**src/design/label_propagation_vertex_update_unit_defines.svh**
```systemverilog
// ----------------------------------------------------------------------------
// Assertion macros for the label propagation vertex update unit
// Shared concurrent-check forms clocked on clk, disabled in reset.
// ----------------------------------------------------------------------------
`ifndef LABEL_PROPAGATION_VERTEX_UPDATE_UNIT_DEFINES_SVH
`define LABEL_PROPAGATION_VERTEX_UPDATE_UNIT_DEFINES_SVH

// same-cycle implication
`define LPV_ASSERT_NOW(lbl, ante, cons) \
  lbl: assert property (@(posedge clk) disable iff (!rst_n) (ante) |-> (cons)) \
    else $error("lpv check failed");

// next-cycle implication
`define LPV_ASSERT_NEXT(lbl, ante, cons) \
  lbl: assert property (@(posedge clk) disable iff (!rst_n) (ante) |=> (cons)) \
    else $error("lpv check failed");

`endif

```
**src/design/lpv_pkg.sv**
```systemverilog
// ----------------------------------------------------------------------------
// lpv_pkg
// Types, sizes and codes of the label propagation vertex update unit.
// ----------------------------------------------------------------------------
`default_nettype none
package lpv_pkg;

  localparam int NUM_VERTICES = 1024;
  localparam int NUM_LABELS   = 8;
  localparam int VERT_W  = 10;
  localparam int LABEL_W = 3;
  localparam int ADDR_W  = VERT_W + LABEL_W;
  localparam int PROB_W  = 16;
  localparam int ACC_W   = 48;
  localparam int SUM_W   = ACC_W + LABEL_W;   // sum of all accumulators
  localparam int MIX_W   = 33;                // alpha*old + (1-alpha)*n
  localparam int TOT_W   = MIX_W + LABEL_W;   // sum of all mixes
  localparam int DIV_W   = SUM_W;
  localparam int QUOT_W  = PROB_W + 1;

  localparam logic [15:0] ALPHA_RESET = 16'd9830;

  localparam logic [1:0] MODE_WRITE = 2'd0;
  localparam logic [1:0] MODE_EDGE  = 2'd1;
  localparam logic [1:0] MODE_READ  = 2'd2;

  typedef struct packed {
    logic [1:0]  mode;
    logic [9:0]  vertex;
    logic [9:0]  neighbour;
    logic [2:0]  label;
    logic [15:0] value;
    logic        seed;
    logic [15:0] weight;
    logic        last;
  } in_req_t;

  typedef struct packed {
    logic [9:0]  out_vertex;
    logic [2:0]  out_label;
    logic [15:0] probability;
    logic        end_of_vector;
    logic        error;
  } out_rsp_t;

  typedef struct packed {
    logic             start;
    logic [DIV_W-1:0] num;
    logic [DIV_W-1:0] den;
  } div_req_t;

  typedef struct packed {
    logic              done;
    logic [QUOT_W-1:0] quot;
  } div_rsp_t;

endpackage
`default_nettype wire

```
**src/design/lpv_div.sv**
```systemverilog
// ----------------------------------------------------------------------------
// lpv_div
// Restoring divider for num <= den, giving the quotient of num*2^16/den.
// ----------------------------------------------------------------------------
`default_nettype none
module lpv_div (
  input  wire logic              clk,
  input  wire logic              rst_n,
  input  wire lpv_pkg::div_req_t req,
  output lpv_pkg::div_rsp_t      rsp
);

  localparam int RW = lpv_pkg::DIV_W + 1;
  localparam logic [4:0] LAST_STEP = 5'(lpv_pkg::QUOT_W - 1);

  logic              run_r, done_r;
  logic [4:0]        cnt_r;
  logic [RW-1:0]     rem_r, rem_sh, rem_nxt;
  logic [RW-1:0]     den_r;
  logic [lpv_pkg::QUOT_W-1:0] quot_r;
  logic              ge;

  // first step compares without shifting, the rest shift one bit in
  always_comb begin
    rem_sh  = (cnt_r == 5'd0) ? rem_r : {rem_r[RW-2:0], 1'b0};
    ge      = (rem_sh >= den_r);
    rem_nxt = ge ? (rem_sh - den_r) : rem_sh;
  end

  // control
  always_ff @(posedge clk) begin
    if (!rst_n) begin
      run_r  <= 1'b0;
      done_r <= 1'b0;
      cnt_r  <= 5'd0;
    end else begin
      done_r <= 1'b0;
      if (req.start) begin
        run_r <= 1'b1;
        cnt_r <= 5'd0;
      end else if (run_r) begin
        cnt_r <= cnt_r + 5'd1;
        if (cnt_r == LAST_STEP) begin
          run_r  <= 1'b0;
          done_r <= 1'b1;
        end
      end
    end
  end

  // datapath
  always_ff @(posedge clk) begin
    if (req.start) begin
      rem_r  <= {1'b0, req.num};
      den_r  <= {1'b0, req.den};
      quot_r <= '0;
    end else if (run_r) begin
      rem_r  <= rem_nxt;
      quot_r <= {quot_r[lpv_pkg::QUOT_W-2:0], ge};
    end
  end

  assign rsp.done = done_r;
  assign rsp.quot = quot_r;

endmodule
`default_nettype wire
```
**config.mk**
```make
export PLATFORM = sky130hd
export DESIGN_NAME = lpv_div
export DESIGN_NICKNAME = d
export VERILOG_FILES = /design/src/design/label_propagation_vertex_update_unit_defines.svh /design/src/design/lpv_pkg.sv /design/src/design/lpv_div.sv
export SDC_FILE = /design/constraint.sdc
export NUM_CORES = 1
export LEC_CHECK = 0
export BUFFER_PORTS_ARGS = -buffer_cell sky130_fd_sc_hd__buf_2
export CAP_MARGIN = 20
export CORE_MARGIN = 10
export CORE_UTILIZATION = 55
export DETAILED_ROUTE_END_ITERATION = 12
export GPL_TIMING_DRIVEN = 0
export PLACE_DENSITY_LB_ADDON = 0.1
export SYNTH_ARGS = -nofsm -noshare
export SYNTH_HDL_FRONTEND = slang
export SYNTH_SLANG_ARGS = --single-unit
```
**constraint.sdc**
```tcl
create_clock -name clk -period 10.9 [get_ports clk]
set_clock_uncertainty 0.1 [all_clocks]
set_input_delay 1.09 -clock clk [delete_from_list [all_inputs] [get_ports clk]]
set_output_delay 1.09 -clock clk [all_outputs]
set_load 0.01 [all_outputs]
```
Word level (Yosys, flattened, before mapping)
Index checks and enable logic that the tools add are counted.

operators by class
  add/sub/neg operators = 2
  $lt $le $gt $ge = 1
  equality and inequality tests = 1
  multiplexer cells = 8
  bitwise logic cells = 2
  reductions and logical operators = 4

operator list
  operator                                                        count
  52-bit 2-to-1 mux                                               2
  51-bit 2-to-1 mux                                               2
  52-bit by 51-bit greater-or-equal comparator with 1-bit output  1
  52-bit by 51-bit subtractor with 52-bit output                  1
  5-bit by 1-bit adder with 5-bit output, second input constant   1
  5-bit equality test, second input constant                      1
  5-bit logical NOT                                               1
  1-bit 2-to-1 mux                                                4
  3-bit OR reduction                                              1
  1-bit inverter                                                  2
  2-bit nonzero test                                              1
  2-bit OR reduction                                              1

word-level totals
  bits in registers = 127
  output and inout bits = 18
  logic and storage cells = 25

Logic depth before layout (Yosys ltp)
Gate-level depths: netlist of the first run.

  word-level depth = 6
  mapped depth = 23
  gate-level depth less buffers = 18

Worst setup path after synthesis of the first run
Ideal clock, no wire load.

  kind = register to register
  from = reg cnt_r[0]
  to = reg rem_r[30], data pin
  library setup time = 0.260 ns
  arrival = 4.790 ns
  slack = 5.750 ns
  cell stages (with the launch flop) = 21
  clock period less this slack = 5.150 ns
  cell sequence = dfxtp_1 -> inv_1 -> ha_1 -> nand2_1 -> nor2_1 -> clkbuf_1 -> clkbuf_1 -> mux2_2 -> ha_1 -> buf_2 -> o21a_1 -> o211a_1 -> o41a_1 -> and3_4 -> o21ai_2 -> a31oi_1 -> or3_1 -> buf_2 -> buf_6 -> mux2_4 -> mux2_4

between the ends
  cells in the longest elaborated chain, start to end = 6
  elaborated cells between the ends (all ways) = 7
  classes of those cells = add/sub (1); order compare (1); mux (4); reduce/logical (1)

RTL lines
  element                                                                                                                           RTL line                      text
  from (decl)                                                                                                                       lpv_div.sv:17                 logic [4:0] cnt_r;
  from (signal assigned)                                                                                                            lpv_div.sv:42                 cnt_r <= cnt_r + 5'd1;
  5-bit logical NOT (*)                                                                                                             lpv_div.sv:25                 rem_sh = (cnt_r == 5'd0) ? rem_r : {rem_r[RW-2:0], 1'b0};
  52-bit 2-to-1 mux (*)                                                                                                             lpv_div.sv:25
  52-bit by 51-bit subtractor with 52-bit output or 52-bit by 51-bit greater-or-equal comparator with 1-bit output (tied branches)  lpv_div.sv:27, lpv_div.sv:26
  52-bit 2-to-1 mux (*)                                                                                                             lpv_div.sv:27                 rem_nxt = ge ? (rem_sh - den_r) : rem_sh;
  51-bit 2-to-1 mux (*)                                                                                                             lpv_div.sv:57                 end else if (run_r) begin
  51-bit 2-to-1 mux (*)                                                                                                             lpv_div.sv:53                 if (req.start) begin
  to (signal assigned)                                                                                                              lpv_div.sv:54                 rem_r <= {1'b0, req.num};
  to (signal assigned)                                                                                                              lpv_div.sv:58                 rem_r <= rem_nxt;
  to (decl)                                                                                                                         lpv_div.sv:18                 logic [RW-1:0] rem_r, rem_sh, rem_nxt;

Every way passes the cells marked *; elsewhere a longest branch is shown, timed or not. The select of a mux whose other input is x is not followed.
A chain may end at the register's enable or synchronous reset.

Worst setup path after layout of the first run
  from = reg cnt_r[0]
  to = reg rem_r[29], data pin

The elaborated chain is that of the path after synthesis.

==> flow_summary.toml, run 1 <==
[synth]
syn-cell-area_um2 = 9030
syn_avg_cell_area_um2 = 9.58
yosysUniqueCellTypes = 64
syn_inst = 943
ys.flop_type = "edfxtp_1"
synthesis.nets = 1102
seq_area_frac_synth = 0.394
yosysWarnings = 0
synth_seq_cells = 127
synthArstFlopShare = 0
synth_edf_count = 102

[grt]
grt_overflow = 0
first_global_vias = 7644
grt.total_usage = 0.232
grt_pass1_wl_mm = 40.7
antenna_found_initial = 2
grt_max_degree = 34

[detailed_routing]
num_vias = 7684
final_antenna_net_count = 0
routed_wirelength_mm = 25.4
avgViaCountPerCell = 5.84
wl_per_cell_um = 19.3
drc_errors = 0
drt_iter0_drc = 601
firstDrtPassIters = 5

[pwr]
peakVddDrop_mv = 0.133
internal_power_mw = 1.45
p_clk_frac = 0.235
p_comb_frac = 0.492
seqPwrFrac = 0.274
p_per_area_nw_per_um2 = 228
leakagePower_nw = 4.67
sw_frac_of_total = 0.399
power_switching_mw = 0.961

[placement]
place_hpwl_mm = 19.1
port_buffers = 122
globalplace.congestion = 0.960
place_ws_ns = 3.41
dp_cells = 1283

[die]
die_width_um = 148
start_util = 0.565
core_area_um2 = 16000
pin_count = 123
die_height_um = 148
rows = 46
dieArea_um2 = 22000

[cells_and_area]
nets = 1246
layout.cells.non_filler = 1316
finalCoreUtilization = 0.659
layout-area-overhead-vs-synth_pct = 16.7
antenna_cells = 0
drive_gt1_frac = 0.218

[critical_path]
crit_family = "buffers and inverters"
path_cells = "inv_1 -> ha_1 -> nand2_1 -> nor2_1 -> clkbuf_1 -> clkbuf_1 -> mux2_2 -> ha_1 -> clkbuf_1 -> nand3_1 -> nor3_1 -> nand3_1 -> nor4_1 -> nor4_1 -> a31oi_1 -> or3_1 -> buf_2 -> buf_2 -> buf_2 -> mux2i_1 -> a21oi_1"
worst_path_largest_cell_delay_ns = 0.86
endpoint_kind = "flip-flop"
ff2ff_setup_slack_ns = 3.34
path_buf_inv = 7
start_kind = "flip-flop"
path_max_fanout = 10
path_class = "flip-flop to flip-flop"
cp.arrival_ns = 7.60
crit_slowest_cell = "nor2_1"
crit_required_ns = 10.94

[cts]
postCtsSetupBuffers = 0
clock_sinks = 127
clock_path_buffers = 2
cts_made_buffers = 17
cts_root_buffer = "clkbuf_16"
clk-insertion-delay-late_ns = 0.43
cts_tree = "built"
ctsResizeCount = 0
path_clk_slew_ns = 0.06
hold_buffers = 0
htreeDepth = 4

[sta]
setup_ws_ns = 3.34
fmaxAchievable_ghz = 0.132
layout_min_cycle_time_ns = 7.56
slew_violations = 0
max-slew-margin-rel = 0.225
setup_viol = 0
fin_crit_sh = 0.694
worst_slew_pin_slew_ns = 1.16
hold_violations = 0
tns_ns = 0
grt_setup_unrepaired = "no"

[outcome]
run_status = "finished clean"

[worst_hold_path]
hold_class = "flip-flop to flip-flop"

[flow_run]
maxCapViolations = 0
cells in the final DEF, fill, tap and decap left out, drive strengths merged, types with 19 or more instances in the layout:
cell type,instances
dfxtp,25
mux2,67
a21oi,86
nor2,85
nand2,59
xor2,19
edfxtp,102
a21o,25
xnor2,28
ha,53
clkbuf,54
buf,141
o21ai,46
inv,85
mux2i,53
final timing paths:
path	startpoint	to	cells past startpoint
setup / recovery	cnt_r[0]	rem_r[29]	21
hold / removal	quot_r[10]	quot_r[10]	2
setup reg to reg	cnt_r[0]	rem_r[29]	21
hold reg to reg	quot_r[10]	quot_r[10]	2
state kept, by name (all words and copies together), names as in the netlist:
| name | flops |
|---|---|
| quot_r | 17 |
| done_r | 1 |
| den_r | 51 |
| run_r | 1 |
| cnt_r | 5 |
| rem_r | 52 |
layout make-up:
class	instances	area, µm²
buffer	52	225
clock buffer	19	464
clock inverter	13	113
fill	1377	5450
inverter	74	278
multi-input combinational	690	4970
sequential	127	3560
tap	216	270
timing repair buffer	125	663
layer usage:
layer	global-route usage	vias up	routed length (µm)
li1	-	3726	-
met1	0.309	3638	11400
met2	0.364	279	11600
met3	0.0567	39	1970
met4	0.0733	2	514
met5	0	-	11
cell usage after synthesis, types with 3 or more instances:
cell | instances | area, µm²
edfxtp_1 | 102 | 3060
nor2_1 | 85 | 319
a21oi_1 | 84 | 420
inv_1 | 74 | 278
nand2_1 | 59 | 221
mux2_2 | 56 | 631
ha_1 | 53 | 663
mux2i_1 | 53 | 531
o21ai_0 | 37 | 185
clkbuf_1 | 35 | 131
xnor2_1 | 28 | 245
a21o_1 | 25 | 188
dfxtp_1 | 25 | 500
xor2_1 | 19 | 166
nand3_1 | 18 | 90.1
nor3_1 | 17 | 85.1
nand4_1 | 12 | 75.1
o21bai_1 | 12 | 90.1
and3_1 | 11 | 68.8
buf_2 | 9 | 45.0
o21ai_1 | 8 | 40.0
o31ai_1 | 8 | 60.1
a211oi_1 | 7 | 52.6
a31oi_1 | 6 | 37.5
and2_1 | 6 | 37.5
mux2_4 | 6 | 90.1
nand2b_1 | 6 | 37.5
nor2b_1 | 6 | 37.5
nor4_1 | 6 | 37.5
o21a_1 | 6 | 45.0
buf_1 | 5 | 18.8
mux2_1 | 5 | 56.3
a221o_1 | 4 | 40.0
o211ai_1 | 4 | 30.0
a2111oi_0 | 3 | 26.3
and4_1 | 3 | 26.3
o22ai_1 | 3 | 18.8
worst register-to-register path: cells and delay by family (launching register included):
kind	cells	cell delay, ns
buffers and inverters	7	2.97
AND/OR/NAND/NOR	8	2.37
AO/OA/AOI/OAI	2	0.35
multiplexers	2	0.70
flip-flops	1	0.34
adder cells (fa/ha/maj)	2	0.43
power by group through the flow:
stage	registers [mW]	logic, mW	clock network, mW
finish	0.659	1.18	0.565
global route	0.667	1.31	0.590
CTS	0.658	1.17	0.570
detailed placement	0.668	1.16	0
global placement	0.667	1.14	0
floorplan	0.653	0.899	0
through the flow:
| stage | power (mW) | area (µm²) | hold slack, ns |
|---|---|---|---|
| 2_1_floorplan | 1.55 | 9030 | 0.375 |
| 3_3_place_gp | 1.81 | 9920 | 0.376 |
| 3_5_place_dp | 1.83 | 9960 | 0.407 |
| 4_1_cts | 2.40 | 10500 | 0.427 |
| 5_1_grt | 2.57 | 10500 | 0.461 |
| 6_report | 2.41 | 10500 | 0.415 |
cell families (layout without fill, tap and decap cells):
family          after synthesis  in the layout  synth area share
compound gates              231            231             0.162
xor+xnor                     47             47            0.0456
fa+ha+maj                    54             54            0.0756
buf+inv                     126            283            0.0557
flops                       127            127             0.394
mux                         120            120             0.145
simple gates                238            238             0.122
(Power assumes the default switching activity.)
==> run 2, diff against run 1 <==
==> constraint.sdc (replaced) <==
create_clock -name clk -period 7.4 [get_ports clk]
set_clock_uncertainty 0.1 [all_clocks]
set_input_delay 0.74 -clock clk [delete_from_list [all_inputs] [get_ports clk]]
set_output_delay 0.74 -clock clk [all_outputs]
set_load 0.01 [all_outputs]
==> run 2 against run 1 <==
Effect of this change: non-clock buffer count unchanged; register-to-register slack got worse by 2.8 ns; sequential power grew 47%; power grew 47%; final cell count is the same; setup slack got worse by 2.8 ns; utilization up 0.070 points; count of clock-buffer cells in the layout is the same; via count decreased by 0.29%; sequential share of layout area hardly changed; flip-flop and latch count did not move; maximum frequency up 10%; largest cell class unchanged.
==> flow_summary.toml, run 2 (synthesis gave the netlist of run 1 again) <==
[worst_hold_path]
hold_class = "input port to flip-flop"

[cells_and_area]
finalCoreUtilization = 0.660
largest_register_ffs = 52
layout-area-overhead-vs-synth_pct = 16.9
final_common_cell = "buf_2"
top_register = "rem_r"
antenna_cells = 0
mostFrequentLayoutCells = "buf_2, edfxtp_1, nor2_1, a21oi_1, inv_1"
nets = 1246
drive_gt1_frac = 0.221
top_regs = "rem_r x52, den_r x51, quot_r x17"
layout.cells.non_filler = 1316

[sta]
max-slew-margin-rel = 0.323
fin_crit_sh = 0.929
grt_setup_unrepaired = "no"
fmaxAchievable_ghz = 0.145
setup_viol = 0
tns_ns = 0
layout_min_cycle_time_ns = 6.87
hold_violations = 0
setup_ws_ns = 0.527
worst_slew_pin_slew_ns = 1.02
slew_violations = 0

[cts]
cts_tree = "built"
clock_sinks = 127
clk-insertion-delay-late_ns = 0.43
htreeDepth = 4
cts_root_buffer = "clkbuf_16"
clock_path_buffers = 2
cts_made_buffers = 17
path_clk_slew_ns = 0.07
hold_buffers = 0
postCtsSetupBuffers = 0

[placement]
place_hpwl_mm = 19.1
port_buffers = 122
globalplace.congestion = 0.960
place_ws_ns = -0.0940
dp_cells = 1283

[grt]
antenna_found_initial = 2
grt.total_usage = 0.232
grt_max_degree = 34
grt_overflow = 0
first_global_vias = 7644
grt_pass1_wl_mm = 40.7

[pwr]
power_mw = 3.55
leakagePower_nw = 4.68
p_per_area_nw_per_um2 = 336
peakVddDrop_mv = 0.197

[detailed_routing]
final_antenna_net_count = 0
avgViaCountPerCell = 5.82
routed_wirelength_mm = 25.4
firstDrtPassIters = 5
wl_per_cell_um = 19.3
drt_iter0_drc = 547
drc_errors = 0
num_vias = 7662

[outcome]
run_status = "finished clean"

[die]
pin_count = 123
core_area_um2 = 16000
dieArea_um2 = 22000
die_height_um = 148
die_width_um = 148
start_util = 0.565
rows = 46

[flow_run]
maxCapViolations = 0

[critical_path]
start_kind = "flip-flop"
endpoint_kind = "flip-flop"
crit_required_ns = 7.45
path_max_fanout = 10
path_class = "flip-flop to flip-flop"
cp.arrival_ns = 6.92
==> run 2: cell types whose count changed in the layout (fill, tap and decap cells not counted), sizes merged <==
cell	before	now
clkdlybuf4s15	0	1
clkbuf	54	53
==> run 2: power breakdown <==
part,switching [mW],internal (mW),total [mW],leakage (nW)
sequential,0.0509,0.919,0.970,1.21
combinational,1.00,0.743,1.74,3.18
clock,0.361,0.471,0.832,0.291
total,1.41,2.13,3.55,4.68
==> run 2: through the flow <==
stage / area (µm²) / hold WS (ns)
after floorplan: 9030 / 0.375
after global placement: 9920 / 0.376
after detailed placement: 9960 / 0.407
after CTS: 10500 / 0.372
after global routing: 10600 / 0.366
final: 10600 / 0.382
==> run 2: path summary, 6_finish.rpt <==
check | end | from | cells after the start | slack [ns]
worst min-delay path | den_r[45] | req[45] | 1 | 0.38
worst max-delay path | rem_r[14] | cnt_r[0] | 22 | 0.53
worst max register to register | rem_r[14] | cnt_r[0] | 22 | 0.53
worst min register to register | quot_r[10] | quot_r[10] | 2 | 0.41
==> run 2: timing repair <==
action | in CTS | in global routing
endpoints found under the hold margin | 0 | 0
pin swaps | 0 | 0
resized for setup | 1 | 6
setup endpoints to repair | 17 | 39
==> run 2: critical path, stage by stage (launching register included) <==
cell,delay (ns)
dfxtp_1,0.34
inv_1,0.08
ha_1,0.16
nand2_1,0.06
nor2_2,0.56
clkbuf_2,0.50
clkdlybuf4s15_1,0.70
mux2_2,0.42
ha_1,0.27
clkbuf_1,0.26
and2_1,0.28
nand3_1,0.17
nor2_1,0.23
nand3_1,0.12
nor4_1,0.45
nor4_1,0.09
a31oi_1,0.27
or3_1,0.14
buf_2,0.26
buf_2,0.31
buf_2,0.43
mux2i_1,0.26
a21oi_1,0.09
==> run 2: metal layers <==
metal  part of all wire  wire length, µm  up-vias  global-route usage
li1                   -                -     3719                   -
met1               0.45            11400     3602               0.309
met2               0.45            11500      297               0.364
met3              0.074             1880       42              0.0567
met4              0.022              569        2              0.0733
met5            0.00028                7        -                   0
==> run 2: final cells by class <==
type                            count  area (µm²)
Multi-Input combinational cell    690        4970
Inverter                           74         278
Fill cell                        1376        5440
Clock buffer                       19         464
Tap cell                          216         270
Clock inverter                     13         113
Sequential cell                   127        3560
Timing Repair Buffer              125         663
Buffer                             52         234
